`config.mk`:
```
export PLATFORM = sky130hd
export DESIGN_NAME = resp_request_array_parser_top
export DESIGN_NICKNAME = d
export VERILOG_FILES = /design/src/rrap_pkg.sv /design/src/resp_request_array_parser_top.sv
export SDC_FILE = /design/constraint.sdc
export NUM_CORES = 1
export LEC_CHECK = 0
export BUFFER_PORTS_ARGS = -buffer_cell sky130_fd_sc_hd__buf_2
export CAP_MARGIN = 0
export CORE_ASPECT_RATIO = 1.5
export CORE_MARGIN = 2
export CORE_UTILIZATION = 45
export CTS_BUF_LIST = sky130_fd_sc_hd__clkbuf_8
export DETAILED_ROUTE_END_ITERATION = 10
export SYNTH_ARGS = -nofsm -noshare
export SYNTH_HDL_FRONTEND = slang
export SYNTH_SLANG_ARGS = --single-unit
```
`constraint.sdc`:
```
create_clock -name clk -period 5.3 [get_ports clk]
set_input_delay 0 -clock clk [delete_from_list [all_inputs] [get_ports clk]]
set_output_delay 0 -clock clk [all_outputs]
set_load 0.1 [all_outputs]
```
`src/rrap_pkg.sv`:
```
// ----------------------------------------------------------------------------
// rrap_pkg
// Shared widths, result codes and the result record of the request array
// parser.
// ----------------------------------------------------------------------------
package rrap_pkg;

  localparam int COUNT_BITS  = 21;
  localparam int LENGTH_BITS = 30;
  localparam int ERR_BITS    = 4;
  localparam int KIND_BITS   = 2;
  localparam int BYTE_BITS   = 8;

  // Width of the packed result data, rounded up to whole bytes
  localparam int OUT_FIELD_BITS = BYTE_BITS + COUNT_BITS + LENGTH_BITS + ERR_BITS;
  localparam int OUT_DATA_BITS  = ((OUT_FIELD_BITS + 7) / 8) * 8;
  localparam int OUT_PAD_BITS   = OUT_DATA_BITS - OUT_FIELD_BITS;

  localparam logic [COUNT_BITS-1:0]  COUNT_MAX = {COUNT_BITS{1'b1}};
  localparam logic [LENGTH_BITS-1:0] LEN_MAX   = {LENGTH_BITS{1'b1}};

  // Register indexes
  localparam logic CFG_MAX_ELEMENTS    = 1'b0;
  localparam logic CFG_MAX_BULK_LENGTH = 1'b1;

  // Reset values of the limit registers
  localparam logic [COUNT_BITS-1:0]  MAX_ELEMENTS_RST    = COUNT_BITS'(1048576);
  localparam logic [LENGTH_BITS-1:0] MAX_BULK_LENGTH_RST = LENGTH_BITS'(536870912);

  // Result kinds
  localparam logic [KIND_BITS-1:0] KIND_PAYLOAD  = 2'd0;
  localparam logic [KIND_BITS-1:0] KIND_TOKEN    = 2'd1;
  localparam logic [KIND_BITS-1:0] KIND_COMMAND  = 2'd2;
  localparam logic [KIND_BITS-1:0] KIND_ERROR    = 2'd3;

  // Error codes
  localparam logic [ERR_BITS-1:0] ERR_BAD_STAR    = 4'd0;
  localparam logic [ERR_BITS-1:0] ERR_BAD_COUNT   = 4'd1;
  localparam logic [ERR_BITS-1:0] ERR_COUNT_LIMIT = 4'd2;
  localparam logic [ERR_BITS-1:0] ERR_BAD_DOLLAR  = 4'd3;
  localparam logic [ERR_BITS-1:0] ERR_BAD_LENGTH  = 4'd4;
  localparam logic [ERR_BITS-1:0] ERR_LEN_LIMIT   = 4'd5;
  localparam logic [ERR_BITS-1:0] ERR_NO_CRLF     = 4'd6;
  localparam logic [ERR_BITS-1:0] ERR_TRUNCATED   = 4'd7;
  localparam logic [ERR_BITS-1:0] ERR_EMPTY_ARRAY = 4'd8;

  // Framing characters
  localparam logic [BYTE_BITS-1:0] CH_STAR   = 8'h2A;
  localparam logic [BYTE_BITS-1:0] CH_DOLLAR = 8'h24;
  localparam logic [BYTE_BITS-1:0] CH_CR     = 8'h0D;
  localparam logic [BYTE_BITS-1:0] CH_LF     = 8'h0A;
  localparam logic [BYTE_BITS-1:0] CH_ZERO   = 8'h30;
  localparam logic [BYTE_BITS-1:0] CH_NINE   = 8'h39;

  typedef struct packed {
    logic [KIND_BITS-1:0]   kind;
    logic [BYTE_BITS-1:0]   payload_byte;
    logic [COUNT_BITS-1:0]  token_index;
    logic [LENGTH_BITS-1:0] token_length;
    logic [ERR_BITS-1:0]    error_code;
    logic                   last;
  } result_t;

endpackage

```
`src/resp_request_array_parser_top.sv`:
```
// ----------------------------------------------------------------------------
// resp_request_array_parser_top
// Byte-serial parser for a request framed as an array of bulk strings.
// ----------------------------------------------------------------------------
// One request byte is taken per clock. Each byte is parsed in the cycle it is
// accepted and yields zero, one or two result items, which are loaded into a
// two-entry output register and sent one per clock. A byte that yields at
// most one item is followed by the next byte in the next cycle as long as the
// item ahead of it is taken in that cycle; while that item is stalled the
// input is held. A byte that yields two items (the last token with its
// command report, or a payload byte or a token report with a truncation
// report) holds the input until the first is taken. Sustained rate is one
// byte per clock while the output is taken every cycle and no byte yields
// two items; the one item per clock of the output register sets it. Limit
// registers may be written at any time and take effect on the next byte.
module resp_request_array_parser_top
  import rrap_pkg::*;
(
  input  logic                     clk,
  input  logic                     rst,
  // configuration write port
  input  logic                     cfg_we,
  input  logic                     cfg_index,
  input  logic [LENGTH_BITS-1:0]   cfg_data,
  // request bytes
  input  logic                     s_tvalid,
  output logic                     s_tready,
  input  logic [BYTE_BITS-1:0]     s_tdata,   // data_byte
  input  logic                     s_tlast,   // end_of_buffer
  // result items
  output logic                     m_tvalid,
  input  logic                     m_tready,
  output logic [OUT_DATA_BITS-1:0] m_tdata,   // payload_byte, token_index,
                                              // token_length, error_code, pad
  output logic [KIND_BITS-1:0]     m_tuser,   // kind
  output logic                     m_tlast    // last
);

  // Parse phases
  localparam logic [3:0] PH_IDLE     = 4'd0;
  localparam logic [3:0] PH_COUNT    = 4'd1;
  localparam logic [3:0] PH_COUNT_LF = 4'd2;
  localparam logic [3:0] PH_DOLLAR   = 4'd3;
  localparam logic [3:0] PH_LEN      = 4'd4;
  localparam logic [3:0] PH_LEN_LF   = 4'd5;
  localparam logic [3:0] PH_PAYLOAD  = 4'd6;
  localparam logic [3:0] PH_PAY_CR   = 4'd7;
  localparam logic [3:0] PH_PAY_LF   = 4'd8;
  localparam logic [3:0] PH_DRAIN    = 4'd9;

  logic [COUNT_BITS-1:0]  max_elements;
  logic [LENGTH_BITS-1:0] max_bulk_length;

  logic [3:0]             phase, phase_next;
  logic [LENGTH_BITS-1:0] acc, acc_next;
  logic                   digit_seen, digit_seen_next;
  logic [COUNT_BITS-1:0]  elems_left, elems_left_next;
  logic [COUNT_BITS-1:0]  cur_token, cur_token_next;
  logic [LENGTH_BITS-1:0] pay_left, pay_left_next;
  logic [LENGTH_BITS-1:0] cur_len, cur_len_next;

  result_t                buf0, buf1;
  logic [1:0]             cnt;

  logic                   in_fire, out_fire;
  logic                   is_digit;
  logic [LENGTH_BITS+3:0] acc_times_ten;
  logic [LENGTH_BITS-1:0] acc_digit;
  logic [LENGTH_BITS-1:0] max_elem_ext;
  logic [LENGTH_BITS-1:0] pay_dec;
  logic [COUNT_BITS-1:0]  elems_dec;

  logic                   first_v, cmd_v, err_v, trunc_v;
  result_t                first_res, cmd_res, err_res, trunc_res;
  logic [ERR_BITS-1:0]    err_code;
  result_t                slot0, slot1;
  logic [1:0]             n_res;

  assign out_fire = m_tvalid && m_tready;
  assign s_tready = (cnt == 2'd0) || ((cnt == 2'd1) && m_tready);
  assign in_fire  = s_tvalid && s_tready;

  // Saturating decimal accumulation
  assign is_digit      = (s_tdata >= CH_ZERO) && (s_tdata <= CH_NINE);
  assign acc_times_ten = ({4'b0, acc} << 3) + ({4'b0, acc} << 1)
                         + {{LENGTH_BITS{1'b0}}, s_tdata[3:0]};
  assign acc_digit     = (acc_times_ten > {4'b0, LEN_MAX}) ? LEN_MAX
                         : acc_times_ten[LENGTH_BITS-1:0];
  assign max_elem_ext  = {{(LENGTH_BITS-COUNT_BITS){1'b0}}, max_elements};
  assign pay_dec       = pay_left - LENGTH_BITS'(1);
  assign elems_dec     = elems_left - COUNT_BITS'(1);

  // Parse one byte: next state and the items it raises
  always_comb begin
    phase_next      = phase;
    acc_next        = acc;
    digit_seen_next = digit_seen;
    elems_left_next = elems_left;
    cur_token_next  = cur_token;
    pay_left_next   = pay_left;
    cur_len_next    = cur_len;
    first_v         = 1'b0;
    cmd_v           = 1'b0;
    err_v           = 1'b0;
    err_code        = ERR_BAD_STAR;
    first_res       = '0;
    cmd_res         = '0;

    unique case (phase)
      PH_IDLE: begin
        if (s_tdata == CH_STAR) begin
          acc_next        = '0;
          digit_seen_next = 1'b0;
          phase_next      = PH_COUNT;
        end else begin
          err_v    = 1'b1;
          err_code = ERR_BAD_STAR;
        end
      end
      PH_COUNT, PH_LEN: begin
        if (is_digit) begin
          acc_next        = acc_digit;
          digit_seen_next = 1'b1;
        end else if (s_tdata == CH_CR) begin
          phase_next = (phase == PH_COUNT) ? PH_COUNT_LF : PH_LEN_LF;
        end else begin
          err_v    = 1'b1;
          err_code = (phase == PH_COUNT) ? ERR_BAD_COUNT : ERR_BAD_LENGTH;
        end
      end
      PH_COUNT_LF: begin
        err_v = 1'b1;
        if (s_tdata != CH_LF) begin
          err_code = ERR_NO_CRLF;
        end else if (!digit_seen) begin
          err_code = ERR_BAD_COUNT;
        end else if ((acc == LEN_MAX) || (acc > max_elem_ext)
                     || (acc[LENGTH_BITS-1:COUNT_BITS] != '0)) begin
          err_code = ERR_COUNT_LIMIT;
        end else if (acc == '0) begin
          err_code = ERR_EMPTY_ARRAY;
        end else begin
          err_v           = 1'b0;
          elems_left_next = acc[COUNT_BITS-1:0];
          cur_token_next  = '0;
          phase_next      = PH_DOLLAR;
        end
      end
      PH_DOLLAR: begin
        if (s_tdata == CH_DOLLAR) begin
          acc_next        = '0;
          digit_seen_next = 1'b0;
          phase_next      = PH_LEN;
        end else begin
          err_v    = 1'b1;
          err_code = ERR_BAD_DOLLAR;
        end
      end
      PH_LEN_LF: begin
        err_v = 1'b1;
        if (s_tdata != CH_LF) begin
          err_code = ERR_NO_CRLF;
        end else if (!digit_seen) begin
          err_code = ERR_BAD_LENGTH;
        end else if ((acc == LEN_MAX) || (acc > max_bulk_length)) begin
          err_code = ERR_LEN_LIMIT;
        end else begin
          err_v         = 1'b0;
          cur_len_next  = acc;
          pay_left_next = acc;
          phase_next    = (acc != '0) ? PH_PAYLOAD : PH_PAY_CR;
        end
      end
      PH_PAYLOAD: begin
        first_v                = 1'b1;
        first_res.kind         = KIND_PAYLOAD;
        first_res.payload_byte = s_tdata;
        first_res.token_index  = cur_token;
        pay_left_next          = pay_dec;
        if (pay_dec == '0) begin
          phase_next = PH_PAY_CR;
        end
      end
      PH_PAY_CR: begin
        if (s_tdata == CH_CR) begin
          phase_next = PH_PAY_LF;
        end else begin
          err_v    = 1'b1;
          err_code = ERR_NO_CRLF;
        end
      end
      PH_PAY_LF: begin
        if (s_tdata != CH_LF) begin
          err_v    = 1'b1;
          err_code = ERR_NO_CRLF;
        end else begin
          first_v                = 1'b1;
          first_res.kind         = KIND_TOKEN;
          first_res.token_index  = cur_token;
          first_res.token_length = cur_len;
          elems_left_next        = elems_dec;
          if (elems_dec == '0) begin
            cmd_v               = 1'b1;
            cmd_res.kind        = KIND_COMMAND;
            cmd_res.token_index = cur_token;
            phase_next          = PH_DRAIN;
          end else begin
            cur_token_next = cur_token + COUNT_BITS'(1);
            phase_next     = PH_DOLLAR;
          end
        end
      end
      default: begin
      end
    endcase

    if (err_v) begin
      phase_next = PH_DRAIN;
    end

    // End mark: report truncation if unfinished, then return to idle
    trunc_v = s_tlast && (phase_next != PH_DRAIN);
    if (s_tlast) begin
      phase_next      = PH_IDLE;
      acc_next        = '0;
      digit_seen_next = 1'b0;
      elems_left_next = '0;
      cur_token_next  = '0;
      pay_left_next   = '0;
      cur_len_next    = '0;
    end
  end

  // Pack the raised items into two slots in order
  always_comb begin
    err_res              = '0;
    err_res.kind         = KIND_ERROR;
    err_res.error_code   = err_code;
    trunc_res            = '0;
    trunc_res.kind       = KIND_ERROR;
    trunc_res.error_code = ERR_TRUNCATED;

    n_res = 2'({1'b0, first_v} + {1'b0, cmd_v} + {1'b0, err_v} + {1'b0, trunc_v});

    if (first_v) begin
      slot0 = first_res;
    end else if (err_v) begin
      slot0 = err_res;
    end else begin
      slot0 = trunc_res;
    end
    slot1 = cmd_v ? cmd_res : trunc_res;

    slot0.last = (n_res == 2'd1);
    slot1.last = 1'b1;
  end

  // Limit registers
  always_ff @(posedge clk) begin
    if (rst) begin
      max_elements    <= MAX_ELEMENTS_RST;
      max_bulk_length <= MAX_BULK_LENGTH_RST;
    end else if (cfg_we) begin
      unique case (cfg_index)
        CFG_MAX_ELEMENTS:    max_elements    <= cfg_data[COUNT_BITS-1:0];
        CFG_MAX_BULK_LENGTH: max_bulk_length <= cfg_data;
        default: begin
        end
      endcase
    end
  end

  // Parser state: advance on each accepted byte
  always_ff @(posedge clk) begin
    if (rst) begin
      phase      <= PH_IDLE;
      acc        <= '0;
      digit_seen <= 1'b0;
      elems_left <= '0;
      cur_token  <= '0;
      pay_left   <= '0;
      cur_len    <= '0;
    end else if (in_fire) begin
      phase      <= phase_next;
      acc        <= acc_next;
      digit_seen <= digit_seen_next;
      elems_left <= elems_left_next;
      cur_token  <= cur_token_next;
      pay_left   <= pay_left_next;
      cur_len    <= cur_len_next;
    end
  end

  // Output register: load on accept, shift on send
  always_ff @(posedge clk) begin
    if (rst) begin
      cnt <= 2'd0;
    end else if (in_fire) begin
      cnt <= n_res;
    end else if (out_fire) begin
      cnt <= cnt - 2'd1;
    end
  end

  always_ff @(posedge clk) begin
    if (in_fire) begin
      buf0 <= slot0;
      buf1 <= slot1;
    end else if (out_fire) begin
      buf0 <= buf1;
    end
  end

  assign m_tvalid = (cnt != 2'd0);
  assign m_tuser  = buf0.kind;
  assign m_tlast  = buf0.last;
  assign m_tdata  = {{OUT_PAD_BITS{1'b0}}, buf0.error_code, buf0.token_length,
                     buf0.token_index, buf0.payload_byte};

  // Checks
  a_cnt_range: assert property (@(posedge clk) disable iff (rst) cnt != 2'd3)
    else $error("output register holds more than two items");

  a_pair_order: assert property (@(posedge clk) disable iff (rst)
    cnt == 2'd2 |-> !buf0.last && buf1.last)
    else $error("first of two pending items carries the last flag");

  a_eob_idle: assert property (@(posedge clk) disable iff (rst)
    in_fire && s_tlast |=> phase == PH_IDLE && acc == '0 && cur_token == '0)
    else $error("end mark did not return the parser to idle");

  a_payload_left: assert property (@(posedge clk) disable iff (rst)
    phase == PH_PAYLOAD |-> pay_left != '0)
    else $error("payload phase with no bytes left");

endmodule
```
==> results.txt <==
----------------------------------------------------
[Logic synthesis]
  Synthesized-area fraction occupied by ao, oa, aoi and oai cells ... 19.71%
  Mux share of post-synthesis cell area ... 0.3755%
  Average footprint of a synthesized cell ... 8.478 µm²
  Post-synthesis share of cell area spent on and, or, nand and nor gates ... 23.97%
  Synthesis-stage register bit count ... 280
  Number of synthesized flops with an enable pin ... 90
  Syn nets ... 2131
  Mapped Area ... 16660 µm²
  Flip-flop cell with the highest count after synthesis ... dfxtp_1
  Instance count of the mapped netlist ... 1965
  Synth Area in XOR/XNOR ... 2.463%
  Number of warnings reported in the yosys synthesis log ... 0
  Count of cell types in the netlist ... 91
  Combinational family with the most area after synthesis ... simple AND/OR/NAND/NOR gates
  Sequential cell area fraction in the yosys report ... 39.05%
  Post-synthesis async set-or-reset flop share ... 0%
  Area share of fa/ha/maj cells after synthesis ... 9.223%

[Timing]
  Period minus WS final ... 4.861 ns
  Slew Viols, Final ... 0
  Final setup violation count ... 0
  Worst clock skew ... 0.03778 ns
  Unrepaired setup endpoints after global routing ... false
  Final-layout worst hold slack ... 0.05264 ns
  Worst path setup slack after routing ... 0.4390 ns
  Maximum clock frequency ... 0.2057 GHz
  Actual slew at the worst max-slew pin ... 1.272 ns
  Max transition margin ... 15.17%
  Final Cycle Share ... 91.72%
  Count of endpoints failing hold in the final timing report ... 0
  Summed negative setup slack over all endpoints ... 0 ns

[Cells and area]
  Most common cell after layout, fill and taps aside ... nand2_1
  Share of layout cells above drive strength 1 ... 12.60%
  Post-Layout Inst Area ... 19140 µm²
  Area taken by flip-flops and latches ... 6506 µm²
  Final-stage net count ... 2273
  Total of fill cells in the finished design ... 3551
  Leading cell types in the layout, fill and taps excluded ... nand2_1, dfxtp_1, a21oi_1
  Synthesis-to-finish area growth ... 14.90%
  Finished Core Util ... 52.32%
  Multi-input logic area ... 9304 µm²

[Power and ir drop]
  Proportion of power drawn by flip-flops and latches ... 39.2%
  Leakage power summed over all cells ... 7.991 nW
  Logic pwr share ... 32.4%
  Switching fraction of total power ... 42.09%
  Worst supply voltage drop on vdd ... 0.4632 mV
  Net Sw Power ... 2.759 mW
  Internal power summed over all cells ... 3.795 mW
  P per Cell Area ... 342.4 nW/µm²
  Clk pwr share ... 28.4%

[Route]
  Total number of vias ... 15650
  Number of DRC markers in iteration 0 ... 1203
  Mean number of vias per cell ... 5.956
  Total length of routed wires ... 53110 µm
  Post-route ant nets ... 0
  Post-detailed-route DRC marker count ... 0
  Post-detailed-route wirelength per cell ... 20.21 µm
  Detailed-routing iteration count for the pre-antenna-repair pass ... 5

[Place]
  Placed cell area ... 17780 µm²
  Worst setup slack after placement ... 0.5418 ns
  Final GP Congestion ... 0.9618
  HPWL reported at the end of detailed placement ... 37640 µm
  IO buf count ... 112

[Global routing]
  Initial antenna violation count ... 1
  Grt ovf ... 0
  Overall track demand over capacity in global routing ... 27.49%
  First-pass GRT wire length ... 84100 µm
  Number of global-route vias before repair ... 15230
  Largest net degree at the start of global routing ... 76

[Setup path]
  Peak fanout along the critical path ... 9
  Arrival time of data at the critical path endpoint ... 5.31 ns
  Type of the worst setup path ... reg2reg
  Critical Path End Type ... register
  Startpoint types ... register
  Data required time of the worst path ... 5.75 ns

[Die]
  Die W ... 161.1 µm
  Total die area ... 38610 µm²
  IO Pins ... 114
  Initial cell density of the core ... 45.54%
  Number of rows in the core area ... 86
  Die Y-Extent ... 239.7 µm
  CORE AREA ... 36590 µm²

[Clock tree]
  H-tree Lvls ... 2
  Clock transition at the registers of the reported paths ... 0.06 ns
  CTS Buffer Depth ... 3
  Clk Tree Root Cell ... clkbuf_8
  Total clock buffers created by CTS ... 46
  TritonCTS sink count ... 280
  Clock Latency Late Sink ... 0.62 ns
  Count of buffers added by post-CTS timing repair for setup ... 0
  Clock tree from TritonCTS ... yes

[Min path]
  Type of the most critical hold path ... in2reg

[Run status]
  Outcome ... finished clean

[Job]
  Max-capacitance violation count ... 0

----------------------------------------------------
-- power by group through the flow --
stage | clock network [mW] | registers [mW] | logic [mW]
floorplan | 0 | 3.59 | 0.710
global placement | 0 | 2.61 | 2.10
detailed placement | 0 | 2.62 | 2.10
CTS | 1.90 | 2.57 | 2.13
global route | 1.97 | 2.59 | 2.25
finish | 1.86 | 2.57 | 2.12
-- routing by layer --
layer  vias up  track usage (%)  wire, µm  share of wire [%]
li1       7491                -         -                  -
met1      7362            32.81     21240                 40
met2       620            47.65     25600                 48
met3       180            3.567      3164                6.0
met4         0            15.45      3113                5.9
met5         -                0         0                  0
-- cell type report --
class / count / area share (%)
antenna: 1 / 0.01307
clock buffer: 54 / 3.883
clock inverter: 30 / 0.7582
inverter: 94 / 1.850
multi-input combinational: 1466 / 48.60
sequential: 280 / 33.99
tap: 484 / 3.164
timing repair buffer: 219 / 7.739
-- per-stage QoR --
stage / power (mW) / cells
2_1_floorplan: 4.302 / 1965
3_3_place_gp: 4.712 / 2496
3_5_place_dp: 4.716 / 2496
4_1_cts: 6.600 / 2627
5_1_grt: 6.813 / 2628
6_report: 6.553 / 2628
-- cell families after synthesis --
kind of cell | count (synthesis)
simple gates | 783
other cells | 2
flops | 280
mux | 6
compound gates | 508
buf+inv | 219
xor+xnor | 46
fa+ha+maj | 121
-- flip-flops by register name (all words and copies together) (netlist names) --
name,cells
max_bulk_length,30
m_tuser,2
buf1,24
cur_token,21
digit_seen,1
cur_len,30
phase,4
pay_left,30
max_elements,21
cnt,2
m_tdata,63
elems_left,21
acc,30
m_tlast,1
-- cell usage after synthesis, drive strengths merged (6+ instances only) --
library cell  instances  area, µm²
nand2               294       1106
dfxtp               190       3804
a21oi               184      920.9
o21ai               124      624.4
ha                  118       1476
clkbuf               95      357.8
inv                  94      352.8
edfxtp               90       2703
nor2                 83      311.6
nand4                72      456.7
and2                 63      394.1
nand3                60      300.3
nor3                 50      266.5
or3                  41      271.5
xnor2                35      314.1
a221o                34      340.3
buf                  30      148.9
and3                 27      168.9
nor4                 25      181.4
o211ai               19      142.6
o31ai                14      105.1
a21o                 13      97.59
a31oi                12      75.07
nand2b               11      68.82
or4                  11      82.58
xor2                 11      96.34
a32o                 10      100.1
nor2b                10      62.56
a211o                 9      78.83
nor3b                 9      78.83
o32ai                 9      78.83
a22o                  7      61.31
or2                   7      43.80
a211oi                6      45.04
a22oi                 6      45.04
-- worst max-delay path, cell delays in order, from the launching register on --
cell,delay (ns)
dfxtp_1,0.39
inv_1,0.11
ha_1,0.24
nor3b_1,0.35
nand3_1,0.33
or3_1,0.45
xor2_1,0.20
o2111ai_1,0.15
nor4_1,0.53
buf_4,0.21
and4bb_1,0.22
o311a_1,0.37
fa_1,0.44
ha_1,0.20
xor2_1,0.17
nand2_1,0.06
o21ai_0,0.08
a21oi_1,0.16
nor2_1,0.05
-- path summary, 6_finish.rpt --
| path | startpoint | end | slack [ns] | depth (start not counted) |
|---|---|---|---|---|
| worst max-delay path | pay_left[0]$_SDFFE_PP0P_ | cnt[1]$_SDFFE_PP0P_ | 0.44 | 18 |
| worst min-delay path | cfg_we | max_elements[0]$_SDFFE_PP0P_ | 0.05 | 5 |
| worst max register to register | pay_left[0]$_SDFFE_PP0P_ | cnt[1]$_SDFFE_PP0P_ | 0.44 | 18 |
| worst min register to register | cur_len[2]$_SDFFE_PP0P_ | cur_len[2]$_SDFFE_PP0P_ | 0.45 | 2 |
-- what timing repair did --
item,CTS,global route
resized for setup,0,0
hold endpoints to repair,70,0
hold buffers,47,0
Power figures use the tool's default switching activity.
